## src/hw/rtl/dfr_pkg.sv

```systemverilog
// shared constants, codes and control types of the delimited frame receiver
package dfr_pkg;

  // frame store geometry
  localparam int FRAME_MAX = 32;
  localparam int ADDR_W    = $clog2(FRAME_MAX);
  localparam int CNT_W     = $clog2(FRAME_MAX + 1);

  // field widths
  localparam int BYTE_W = 8;
  localparam int LEN_W  = 6;
  localparam int MIN_W  = 5;
  localparam int CMP_W  = (CNT_W > MIN_W) ? CNT_W : MIN_W;

  // configuration port
  localparam int CFG_IDX_W  = 2;
  localparam int CFG_DATA_W = 8;

  localparam logic [CFG_IDX_W-1:0] REG_START_CODE = 2'd0;
  localparam logic [CFG_IDX_W-1:0] REG_END_CODE   = 2'd1;
  localparam logic [CFG_IDX_W-1:0] REG_MIN_LEN    = 2'd2;

  localparam logic [BYTE_W-1:0] START_CODE_RST = 8'hF1;
  localparam logic [BYTE_W-1:0] END_CODE_RST   = 8'hF2;
  localparam logic [MIN_W-1:0]  MIN_LEN_RST    = 5'd5;

  typedef enum logic [2:0] {
    ST_IDLE,
    ST_OPEN,
    ST_READ,
    ST_LOAD,
    ST_SEND
  } dfr_state_t;

  // commands from controller to datapath
  typedef struct packed {
    logic wr_start;   // store first byte, fill count to one
    logic wr_data;    // store data byte, bump fill count
    logic wr_end;     // store end code, latch length, rewind read index
    logic clr_fill;   // drop the open frame
    logic rd_en;      // read frame store at read index
    logic ld_out;     // capture read data into output register
    logic adv;        // step read index after an output transaction
  } dfr_cmd_t;

  // status from datapath to controller
  typedef struct packed {
    logic is_start;   // input byte matches start code
    logic is_end;     // input byte matches end code
    logic close_ok;   // enough bytes stored to accept the frame
    logic room;       // a data byte still leaves room for the end code
    logic out_last;   // output register holds the final byte
  } dfr_status_t;

endpackage

```

## src/hw/rtl/dfr_rx_if.sv

```systemverilog
// input channel: one received serial byte per transaction
interface dfr_rx_if import dfr_pkg::*; ();
  logic              valid;
  logic              ready;
  logic [BYTE_W-1:0] rx_byte;

  modport source (output valid, output rx_byte, input ready);
  modport sink   (input valid, input rx_byte, output ready);
endinterface

```

## src/hw/rtl/dfr_frame_if.sv

```systemverilog
// result channel: one byte of a completed frame per transaction
interface dfr_frame_if import dfr_pkg::*; ();
  logic              valid;
  logic              ready;
  logic [BYTE_W-1:0] frame_byte;
  logic [LEN_W-1:0]  frame_len;
  logic              last;

  modport source (output valid, output frame_byte, output frame_len, output last,
                  input ready);
  modport sink   (input valid, input frame_byte, input frame_len, input last,
                  output ready);
endinterface

```

## src/hw/rtl/dfr_ram.sv

```systemverilog
// generic single-port-write ram with registered read
module dfr_ram #(
  parameter int WIDTH = 8,
  parameter int DEPTH = 32
) (
  input  logic                     clk,
  input  logic                     we,
  input  logic [$clog2(DEPTH)-1:0] waddr,
  input  logic [WIDTH-1:0]         wdata,
  input  logic                     re,
  input  logic [$clog2(DEPTH)-1:0] raddr,
  output logic [WIDTH-1:0]         rdata
);

  logic [WIDTH-1:0] mem_r [DEPTH];
  logic [WIDTH-1:0] rdata_r;

  always_ff @(posedge clk) begin
    if (we) begin
      mem_r[waddr] <= wdata;
    end
    if (re) begin
      rdata_r <= mem_r[raddr];
    end
  end

  assign rdata = rdata_r;

endmodule

```

## src/hw/rtl/dfr_datapath.sv

```systemverilog
// datapath: configuration registers, fill count, frame store and output register
module dfr_datapath import dfr_pkg::*; (
  input  logic                  clk,
  input  logic                  rst_n,
  input  logic                  cfg_we,
  input  logic [CFG_IDX_W-1:0]  cfg_index,
  input  logic [CFG_DATA_W-1:0] cfg_data,
  input  logic [BYTE_W-1:0]     rx_byte,
  input  dfr_cmd_t              cmd,
  output dfr_status_t           status,
  output logic [BYTE_W-1:0]     frame_byte,
  output logic [LEN_W-1:0]      frame_len,
  output logic                  last
);

  logic [BYTE_W-1:0] start_code_r, start_code_nxt;
  logic [BYTE_W-1:0] end_code_r, end_code_nxt;
  logic [MIN_W-1:0]  min_len_r, min_len_nxt;
  logic [CNT_W-1:0]  fill_r, fill_nxt;
  logic [CNT_W-1:0]  len_r, len_nxt;
  logic [ADDR_W-1:0] rd_idx_r, rd_idx_nxt;
  logic [BYTE_W-1:0] out_byte_r;
  logic              out_last_r;

  logic              ram_we;
  logic [ADDR_W-1:0] ram_waddr;
  logic [BYTE_W-1:0] ram_rdata;

  // configuration registers
  always_comb begin
    start_code_nxt = start_code_r;
    end_code_nxt   = end_code_r;
    min_len_nxt    = min_len_r;
    if (cfg_we) begin
      case (cfg_index)
        REG_START_CODE: start_code_nxt = cfg_data[BYTE_W-1:0];
        REG_END_CODE:   end_code_nxt   = cfg_data[BYTE_W-1:0];
        REG_MIN_LEN:    min_len_nxt    = cfg_data[MIN_W-1:0];
        default:        ;
      endcase
    end
  end

  // fill count, frame length and read index
  always_comb begin
    fill_nxt   = fill_r;
    len_nxt    = len_r;
    rd_idx_nxt = rd_idx_r;
    if (cmd.wr_start) begin
      fill_nxt = CNT_W'(1);
    end else if (cmd.wr_data) begin
      fill_nxt = fill_r + CNT_W'(1);
    end else if (cmd.wr_end) begin
      fill_nxt   = '0;
      len_nxt    = fill_r + CNT_W'(1);
      rd_idx_nxt = '0;
    end else if (cmd.clr_fill) begin
      fill_nxt = '0;
    end
    if (cmd.adv) begin
      rd_idx_nxt = rd_idx_r + ADDR_W'(1);
    end
  end

  always_ff @(posedge clk) begin
    if (!rst_n) begin
      start_code_r <= START_CODE_RST;
      end_code_r   <= END_CODE_RST;
      min_len_r    <= MIN_LEN_RST;
      fill_r       <= '0;
      len_r        <= '0;
      rd_idx_r     <= '0;
    end else begin
      start_code_r <= start_code_nxt;
      end_code_r   <= end_code_nxt;
      min_len_r    <= min_len_nxt;
      fill_r       <= fill_nxt;
      len_r        <= len_nxt;
      rd_idx_r     <= rd_idx_nxt;
    end
  end

  // frame store
  assign ram_we    = cmd.wr_start | cmd.wr_data | cmd.wr_end;
  assign ram_waddr = cmd.wr_start ? '0 : fill_r[ADDR_W-1:0];

  dfr_ram #(
    .WIDTH (BYTE_W),
    .DEPTH (FRAME_MAX)
  ) u_store (
    .clk   (clk),
    .we    (ram_we),
    .waddr (ram_waddr),
    .wdata (rx_byte),
    .re    (cmd.rd_en),
    .raddr (rd_idx_r),
    .rdata (ram_rdata)
  );

  // output register
  always_ff @(posedge clk) begin
    if (cmd.ld_out) begin
      out_byte_r <= ram_rdata;
      out_last_r <= (CNT_W'(rd_idx_r) + CNT_W'(1)) == len_r;
    end
  end

  assign frame_byte = out_byte_r;
  assign frame_len  = LEN_W'(len_r);
  assign last       = out_last_r;

  // status
  assign status.is_start = rx_byte == start_code_r;
  assign status.is_end   = rx_byte == end_code_r;
  assign status.close_ok = (CMP_W'(fill_r) >= CMP_W'(min_len_r)) &&
                           (fill_r < CNT_W'(FRAME_MAX));
  assign status.room     = fill_r <= CNT_W'(FRAME_MAX - 2);
  assign status.out_last = out_last_r;

endmodule

```

## src/hw/rtl/dfr_ctrl.sv

```systemverilog
// controller: frame state machine and channel handshakes
module dfr_ctrl import dfr_pkg::*; (
  input  logic        clk,
  input  logic        rst_n,
  input  logic        in_valid,
  input  logic        out_ready,
  input  dfr_status_t status,
  output logic        in_ready,
  output logic        out_valid,
  output dfr_cmd_t    cmd
);

  dfr_state_t state_r, state_nxt;
  logic       in_take;

  assign in_take = in_valid && in_ready;

  always_ff @(posedge clk) begin
    if (!rst_n) begin
      state_r <= ST_IDLE;
    end else begin
      state_r <= state_nxt;
    end
  end

  // next state
  always_comb begin
    state_nxt = state_r;
    case (state_r)
      ST_IDLE: begin
        if (in_valid && status.is_start) begin
          state_nxt = ST_OPEN;
        end
      end
      ST_OPEN: begin
        if (in_valid && !status.is_start) begin
          if (status.is_end) begin
            state_nxt = status.close_ok ? ST_READ : ST_IDLE;
          end else if (!status.room) begin
            state_nxt = ST_IDLE;
          end
        end
      end
      ST_READ: state_nxt = ST_LOAD;
      ST_LOAD: state_nxt = ST_SEND;
      ST_SEND: begin
        if (out_ready) begin
          state_nxt = status.out_last ? ST_IDLE : ST_READ;
        end
      end
      default: state_nxt = ST_IDLE;
    endcase
  end

  // outputs
  always_comb begin
    in_ready  = 1'b0;
    out_valid = 1'b0;
    cmd       = '0;
    case (state_r)
      ST_IDLE: begin
        in_ready = 1'b1;
        if (in_take) begin
          if (status.is_start) begin
            cmd.wr_start = 1'b1;
          end else if (status.is_end) begin
            cmd.clr_fill = 1'b1;
          end
        end
      end
      ST_OPEN: begin
        in_ready = 1'b1;
        if (in_take && !status.is_start) begin
          if (status.is_end) begin
            cmd.wr_end   = status.close_ok;
            cmd.clr_fill = !status.close_ok;
          end else begin
            cmd.wr_data  = status.room;
            cmd.clr_fill = !status.room;
          end
        end
      end
      ST_READ: cmd.rd_en  = 1'b1;
      ST_LOAD: cmd.ld_out = 1'b1;
      ST_SEND: begin
        out_valid = 1'b1;
        cmd.adv   = out_ready;
      end
      default: ;
    endcase
  end

endmodule

```

## src/hw/rtl/delimited_frame_receiver_top.sv

```systemverilog
// top level of the delimited frame receiver
// A byte stream comes in one byte per transaction. While idle, a start code
// opens a frame; bytes up to the end code are kept in a FRAME_MAX-byte frame
// store. An end code closes the frame and, if at least min_len bytes were
// stored, the whole frame (start and end codes included) goes out one byte per
// transaction with its total length and the last byte flagged. Short frames,
// frames that would outgrow FRAME_MAX, a stray end code while idle and any data
// while idle produce nothing. Input is taken back to back while no frame is
// being sent. Once an accepted end code closes a frame, input is held off
// until its last byte leaves; each byte passes through a frame store read,
// an output register load and an output transaction, and output backpressure
// stretches the stall further. The registered read of the frame store is why
// the read and the load are separate steps. No clearing pass after reset:
// only bytes written in the current frame are read back. Configuration writes
// go to start_code (index 0), end_code (index 1) and min_len (index 2); other
// indexes are ignored, and writes are meant for times when no frame is open or
// in flight.
module delimited_frame_receiver_top import dfr_pkg::*; (
  input  logic                  clk,
  input  logic                  rst_n,
  input  logic                  cfg_we,
  input  logic [CFG_IDX_W-1:0]  cfg_index,
  input  logic [CFG_DATA_W-1:0] cfg_data,
  dfr_rx_if.sink                in_ch,
  dfr_frame_if.source           out_ch
);

  // command and status between controller and datapath
  dfr_cmd_t    cmd;
  dfr_status_t status;

  // frame state machine: owns both handshakes
  dfr_ctrl u_ctrl (
    .clk       (clk),
    .rst_n     (rst_n),
    .in_valid  (in_ch.valid),
    .out_ready (out_ch.ready),
    .status    (status),
    .in_ready  (in_ch.ready),
    .out_valid (out_ch.valid),
    .cmd       (cmd)
  );

  // registers, byte compare, frame store and output payload
  dfr_datapath u_datapath (
    .clk        (clk),
    .rst_n      (rst_n),
    .cfg_we     (cfg_we),
    .cfg_index  (cfg_index),
    .cfg_data   (cfg_data),
    .rx_byte    (in_ch.rx_byte),
    .cmd        (cmd),
    .status     (status),
    .frame_byte (out_ch.frame_byte),
    .frame_len  (out_ch.frame_len),
    .last       (out_ch.last)
  );

endmodule
```

## src/flat_wrapper.sv

```systemverilog
// flat-port wrapper written by rule: the top's interface ports become plain ports
module delimited_frame_receiver_top_flat import dfr_pkg::*;
  (clk, rst_n, cfg_we, cfg_index, cfg_data, in_ch_valid, in_ch_rx_byte, in_ch_ready, out_ch_valid, out_ch_frame_byte, out_ch_frame_len, out_ch_last, out_ch_ready);
  dfr_rx_if in_ch_i ();
  dfr_frame_if out_ch_i ();
  input  logic clk;
  input  logic rst_n;
  input  logic cfg_we;
  input  logic [CFG_IDX_W-1:0] cfg_index;
  input  logic [CFG_DATA_W-1:0] cfg_data;
  input wire logic [$bits(in_ch_i.valid)-1:0] in_ch_valid;
  input wire logic [$bits(in_ch_i.rx_byte)-1:0] in_ch_rx_byte;
  output wire logic [$bits(in_ch_i.ready)-1:0] in_ch_ready;
  output wire logic [$bits(out_ch_i.valid)-1:0] out_ch_valid;
  output wire logic [$bits(out_ch_i.frame_byte)-1:0] out_ch_frame_byte;
  output wire logic [$bits(out_ch_i.frame_len)-1:0] out_ch_frame_len;
  output wire logic [$bits(out_ch_i.last)-1:0] out_ch_last;
  input wire logic [$bits(out_ch_i.ready)-1:0] out_ch_ready;
  assign in_ch_i.valid = in_ch_valid;
  assign in_ch_i.rx_byte = in_ch_rx_byte;
  assign in_ch_ready = in_ch_i.ready;
  assign out_ch_valid = out_ch_i.valid;
  assign out_ch_frame_byte = out_ch_i.frame_byte;
  assign out_ch_frame_len = out_ch_i.frame_len;
  assign out_ch_last = out_ch_i.last;
  assign out_ch_i.ready = out_ch_ready;
  delimited_frame_receiver_top u_core (.clk(clk), .rst_n(rst_n), .cfg_we(cfg_we), .cfg_index(cfg_index), .cfg_data(cfg_data), .in_ch(in_ch_i), .out_ch(out_ch_i));
endmodule
```

## config.mk

```make
export PLATFORM = sky130hd
export DESIGN_NAME = delimited_frame_receiver_top_flat
export DESIGN_NICKNAME = d
export VERILOG_FILES = /design/src/hw/rtl/dfr_pkg.sv /design/src/hw/rtl/dfr_rx_if.sv /design/src/hw/rtl/dfr_frame_if.sv /design/src/hw/rtl/dfr_ram.sv /design/src/hw/rtl/dfr_datapath.sv /design/src/hw/rtl/dfr_ctrl.sv /design/src/hw/rtl/delimited_frame_receiver_top.sv /design/src/flat_wrapper.sv
export SDC_FILE = /design/constraint.sdc
export NUM_CORES = 1
export LEC_CHECK = 0
export BUFFER_PORTS_ARGS = -buffer_cell sky130_fd_sc_hd__buf_2
export CORE_MARGIN = 4
export CORE_UTILIZATION = 62
export DETAILED_ROUTE_END_ITERATION = 16
export HOLD_SLACK_MARGIN = 0.1
export PLACE_DENSITY = 0.79
export SYNTH_ARGS = -nofsm -noshare
export SYNTH_HDL_FRONTEND = slang
export SYNTH_SLANG_ARGS = --single-unit
```

## constraint.sdc

```tcl
create_clock -name clk -period 4.47 [get_ports clk]
set_input_delay 0.2235 -clock clk [delete_from_list [all_inputs] [get_ports clk]]
set_output_delay 0.2235 -clock clk [all_outputs]
set_load 0.02 [all_outputs]
```

# After elaboration in Yosys (flattened, before gate mapping)
# Memory sizes are Yosys's and may differ from the RTL's. A register that Yosys moved wholly into a read port is not among the register bits.
# Index checks and enable logic that the tools add are counted.
# Widths: inputs -> output; s select.
[word_totals] ram_bits=256 register_bits=50 word_cells=94 out_inout_bits=17 memories=1
[op_classes] n_eq_ne=15 bitwise=5 n_reduce_logical=21 n_lt_le_gt_ge=3 mux=36 addsub=3
[mem_list] memory="u_core.u_datapath.u_store.mem_r" words=32 word_bits=8 read_ports=1 rd_clocked_by_memory_dff=1 wr=1 line_no="dfr_ram.sv:15" rtl="logic [WIDTH-1:0] mem_r [DEPTH];"
[op_table] operator="$mux 5" count=5
[op_table] operator="$mux 3" count=6
[op_table] operator="$mux 6" count=3
[op_table] operator="$mux 1" count=17
[op_table] operator="$eq 8x8->1" count=2
[op_table] operator="$pmux 3 s5" count=1
[op_table] operator="$add 5x1->6 const B" count=1
[op_table] operator="$add 6x1->6 const B" count=1
[op_table] operator="$eq 3x2->1 const B" count=2
[op_table] operator="$eq 6x6->1" count=1
[op_table] operator="$ge 6x5->1" count=1
[op_table] operator="$le 6x5->1 const B" count=1
[op_table] operator="$lt 6x6->1 const B" count=1
[op_table] operator="$mux 2" count=3
[op_table] operator="$ne 2x2->1 const B" count=3
[op_table] operator="$reduce_and 2->1" count=3
[op_table] operator="$reduce_and 3->1" count=2
[op_table] operator="$add 5x1->5 const B" count=1
[op_table] operator="$logic_and 1x1->1" count=5
[op_table] operator="$ne 2x1->1 const B" count=2
[op_table] operator="$reduce_and 4->1" count=1
[op_table] operator="$reduce_bool 4->1" count=1
[op_table] operator="$reduce_or 2->1" count=2
[op_table] operator="$eq 3x1->1 const B" count=1
[op_table] operator="12 further kinds" count=17

# Logic depth before layout (Yosys ltp)
[logic_depth] depth_word=11 mapped_depth=9 ltp_nobuf=7

# Cells and area by module
# From an unflattened synthesis, not the netlist that was laid out.
[hier_totals] cells_unflattened=704 area_unflattened_um2=12715.9
[by_module_without_submodules] mod="dfr_ram" n_inst=1 area_per_inst_um2=10133.5 cells_each=417 seq_area_each_um2=7927.6
[by_module_without_submodules] mod="dfr_datapath" n_inst=1 area_per_inst_um2=2290.9 cells_each=248 seq_area_each_um2=1031.0
[by_module_without_submodules] mod="dfr_ctrl" n_inst=1 area_per_inst_um2=291.5 cells_each=39 seq_area_each_um2=60.1

# Worst setup path after synthesis
# No wires, ideal clock.
[synth_timing] kind="register -> register" from="reg u_core.u_datapath.fill_r[0]" to="mem u_core.u_datapath.u_store.mem_r[17][0] (enable)" arrival_ps=2719 path_buffers=2 setup_ps=395 synth_period_minus_slack_ps=3114 path_slack_ps=1356 required_time_ps=4075 path_stages_with_launch=10 cell_sequence="dfxtp_1 clkbuf_1 inv_2 ha_1 nand2b_1 a21oi_1 o21ai_1 a21oi_1 buf_2 nor4_1"
[synth_via] elab_chain_len=8 word_cells_on_any_way=13 classes_between="3 x order compare; 7 x mux; 2 x bitwise; 1 x reduce/logical"
[synth_rtl] item="start, declared" line_no="dfr_datapath.sv:19" rtl="logic [CNT_W-1:0] fill_r, fill_nxt;"
[synth_rtl] item="start signal, assigned" line_no="dfr_datapath.sv:77" rtl="fill_r <= fill_nxt;"
[synth_rtl] item="$le 6x5->1, or another cell as far along" line_no="dfr_datapath.sv:117" rtl="assign status.room = fill_r <= CNT_W'(FRAME_MAX - 2);"
[synth_rtl] item="$mux 1 or $logic_and 1x1->1 (tied branches)" line_no="dfr_ctrl.sv:74, dfr_datapath.sv:115"
[synth_rtl] item="$mux 3 or $mux 1 (tied branches)" line_no="dfr_ctrl.sv:73, dfr_ctrl.sv:74"
[synth_rtl] item="$mux 2 or $mux 3 (tied branches)" line_no="dfr_ctrl.sv:60, dfr_ctrl.sv:73"
[synth_rtl] item="$or 1x1->1 or $mux 2 (tied branches)" line_no="dfr_datapath.sv:84, dfr_ctrl.sv:60"
[synth_rtl] item="$or 1x1->1" line_no="dfr_datapath.sv:84" rtl="assign ram_we = cmd.wr_start | cmd.wr_data | cmd.wr_end;"
[synth_rtl] item="$mux 1" line_no="dfr_ram.sv:19" rtl="if (we) begin"
[synth_rtl] item="$mux 1 (not written as such)" line_no="dfr_ram.sv:20" rtl="mem_r[waddr] <= wdata;"
[synth_rtl] item="end, declared" line_no="dfr_ram.sv:15"
# Several ways; a longest one is shown, not always the timed one.

# Final worst setup path
[layout_timing] from="reg u_core.u_datapath.fill_r[0]" to="mem u_core.u_datapath.u_store.mem_r[0][1] (enable)"
# Same word-level chain as after synthesis.

==> results.md <==
- Synthesis-to-finish area growth: 13.8%
- Crit path cell chain: inv_2, ha_1, nand2b_1, a21oi_1, o21ai_1, a21oi_2, o41ai_2
- Power Density: 399 nW/um2
- CTS resizes: 0
- Max Cap Viol: 0
- Wire length per cell: 26.9 um
- Fin crit share: 78.1%
- Fillers: 1193
- Number of diodes: 0
- Die height: 153 um
- Final hold slack: 0.170 ns
- DRC viols: 0
- Skew final: 0.0106 ns
- Critical path's top delay family: compound AO/OA/AOI/OAI gates
- Post-detailed-route via-to-cell ratio: 6.76
- Cells after synthesis: 739
- Total wire length: 30.0 mm
- Fin. Hold Viols: 0
- Final slew viol count: 0
- Port Buf Inserts: 39
- Crit path launch type: register
- Clock-pin transition on the worst setup and hold timing paths: 0.06 ns
- First-pass GRT wire length: 46.3 mm
- CP arrival: 3.64 ns
- Final setup violation count: 0
- Clock Sinks: 314
- Detailed-route via count: 7527
- Syn Area/Cell: 17.5 um2
- Leakage Power: 4.80 nW
- Global route overflow: 0
- CP required: 4.63 ns
- Min Clock Period, post-route: 3.49 ns
- WP buf/inv: 1
- Post-synth EDFFs: 273
- Status: complete, no violations
- Tightest Pin Transition: 1.40 ns
- Ports: 40
- Synth warnings: 0
- CP Capture Type: register
- GRT Util Overall: 26.1%
- RR Endpoint: u_core.u_datapath.u_store.mem_r[0][1]$_DFFE_PP_
- Layout cells sized above 1: 24.9%
- Pin count of the biggest net entering global routing: 49
- Starting density of the core: 63.6%
- RSZ-0062 raised after global routing: no
- Slew HR: 6.49%
- Synth cell types: 58
- Hold Crit Depth: 4
- Drt first pass iters: 5
- Num CTS Buffers: 30
- Initial antenna violation count: 0
- Syn Nets: 769
- Pwr Total: 5.88 mW
- Worst Hold Launch: cfg_index[1]
- RR Startpoint: u_core.u_datapath.fill_r[0]$_SDFFE_PN0P_
- Clock Latency Late Sink: 0.54 ns
- Min-Delay Endpoint: u_core.u_datapath.start_code_r[2]$_SDFFE_PN0P_
- Setup tns final: 0 ns
- Post-synth ARST share: 0%
- Initial detailed-routing violation count: 749
- Die Width: 153 um
- Rows: 52
- H-tree levels: 1
- Setup CP Type: reg2reg
- Routability cong.: 0.973
- Core area: 20400 um2
- Max clock buf depth: 3
- Antenna Nets Post-Route: 0
- VDD IR max: 0.000330 V
- Root buffer cell: clkbuf_16
- DP Wirelength: 18.8 mm
- Fmax: 0.287 GHz
- Crit path largest cell delay: 1.15 ns
- CTS tree: yes
- Final setup margin: 0.981 ns
- Yosys reg bits: 314
- Die Area: 23300 um2
- Max Fanout on Critical Path: 20
- R2R depth: 7
- Min-delay worst type: in2reg
- Synthesized area: 13000 um2
- Fin nets: 850
- R2R Setup Slk: 0.98 ns
- Top FF cell, synth: edfxtp_1
- Post-synthesis sequential area ratio: 69.6%
- Final Core Density: 72.4%
- Dpl ws: 0.876 ns
- Vias in the first global route: 7650
- CP max stage cell: o41ai_2
[cell usage in the layout, fill, tap and decap left out, types with 6 or more instances in the layout]
master,n
ha_1,7
o21ai_1,6
dfxtp_1,39
clkbuf_16,31
xnor2_1,12
nand3_1,35
buf_2,39
mux4_1,13
clkbuf_1,8
inv_1,6
buf_4,39
nand4_1,6
xor2_1,12
dlygate4sd3_1,12
mux2i_1,6
nor2_1,17
mux4_2,67
nand2_1,53
nand2b_1,6
a21oi_1,13
or4_1,8
nor3_1,19
clkinv_1,6
nor4_1,18
mux2_2,8
edfxtp_1,273
nand3b_1,6
[sequential cells by signal (all words and copies together) (netlist names)]
name,cells
u_core.u_datapath.u_store.mem_r,256
u_core.u_datapath.end_code_r,8
u_core.u_datapath.frame_byte,8
u_core.u_datapath.start_code_r,8
u_core.u_datapath.u_store.rdata,8
u_core.u_datapath.fill_r,6
u_core.u_datapath.frame_len,6
u_core.u_datapath.min_len_r,5
u_core.u_datapath.rd_idx_r,5
u_core.u_ctrl.state_r,3
u_core.u_datapath.last,1
[layout make-up]
class / instances / area [um2] / share of cell area, %
Sequential cell: 314 / 9020 / 61.2
Multi-Input combinational cell: 374 / 3700 / 25.1
Clock buffer: 42 / 847 / 5.74
Timing Repair Buffer: 92 / 648 / 4.39
Tap cell: 270 / 338 / 2.29
Clock inverter: 13 / 160 / 1.09
Inverter: 8 / 30.0 / 0.204
[synthesized netlist by cell type, types with 6 or more instances]
cell type	instances	area [um2]
a21oi_1	14	70.1
buf_2	9	45.0
clkbuf_1	26	97.6
dfxtp_1	41	821
edfxtp_1	273	8200
ha_1	7	87.6
inv_1	6	22.5
mux2_2	8	90.1
mux2i_1	6	60.1
mux4_1	13	342
mux4_2	67	1510
nand2_1	53	199
nand2b_1	6	37.5
nand3_1	35	175
nand3b_1	6	45.0
nand4_1	6	37.5
nor2_1	17	63.8
nor3_1	19	95.1
nor4_1	18	113
o21ai_1	6	30.0
or4_1	8	60.1
xnor2_1	12	105
xor2_1	12	105
[repair_timing]
action                    in CTS  in global routing
buffers inserted               0                  0
hold buffers                  12                  0
hold endpoints to repair      36                  0
[worst max-delay path by stage]
stage / startpoint / slack [ns] / to / cells past startpoint
3_3_place_gp: in_ch_rx_byte[4] / 1.05 / u_core.u_datapath.u_store.mem_r[7][0]$_DFFE_PP_ / 6
4_1_cts: u_core.u_datapath.fill_r[0]$_SDFFE_PN0P_ / 1.09 / u_core.u_datapath.u_store.mem_r[0][1]$_DFFE_PP_ / 7
6_report: u_core.u_datapath.fill_r[0]$_SDFFE_PN0P_ / 0.98 / u_core.u_datapath.u_store.mem_r[0][1]$_DFFE_PP_ / 7
5_1_grt: u_core.u_datapath.fill_r[0]$_SDFFE_PN0P_ / 0.74 / u_core.u_datapath.u_store.mem_r[7][0]$_DFFE_PP_ / 7
3_5_place_dp: in_ch_rx_byte[4] / 0.88 / u_core.u_datapath.u_store.mem_r[0][1]$_DFFE_PP_ / 6
2_1_floorplan: u_core.u_datapath.fill_r[0]$_SDFFE_PN0P_ / 1.36 / u_core.u_datapath.u_store.mem_r[17][0]$_DFFE_PP_ / 9
[tightest hold or removal path: stages]
cell and delay (ns):
buf_2 0.13, nor3b_1 0.15, nand2_1 0.11, a21oi_1 0.05
[stage by stage]
| step | std cells | cell area, um2 |
|---|---|---|
| final | 1113 | 14800 |
| after global routing | 1113 | 14800 |
| after CTS | 1113 | 14800 |
| after detailed placement | 1046 | 13600 |
| after global placement | 1046 | 13600 |
| after floorplan | 739 | 13000 |
[kinds of logic (layout without fill, tap and decap cells)]
family                     count (synthesis)  after routing  synth area share (%)
muxes                                     94             94                  15.4
adders and majority gates                  7              7                 0.676
xor gates and xnor gates                  24             24                  1.62
buffers and inverters                     51            155                  1.96
and+or+nand+nor                          194            194                  7.90
AOI/OAI and AO/OA                         55             55                  2.81
DFF                                      314            314                  69.6
[report_power, final]
| part | switching (mW) | internal, mW | leakage [nW] | total, mW |
|---|---|---|---|---|
| sequential | 0.00636 | 3.19 | 2.79 | 3.19 |
| combinational | 0.0893 | 0.0366 | 1.52 | 0.126 |
| clock | 1.02 | 1.54 | 0.487 | 2.56 |
| total | 1.12 | 4.77 | 4.80 | 5.88 |
[routing by layer]
metal	wire, um	global-route usage [%]	vias to the layer above
met5	0	0	-
met4	848	7.85	0
met3	2600	3.24	58
met2	15200	43.9	475
met1	11400	36.7	3829
li1	-	-	3165
Power figures use the tool's default switching activity.
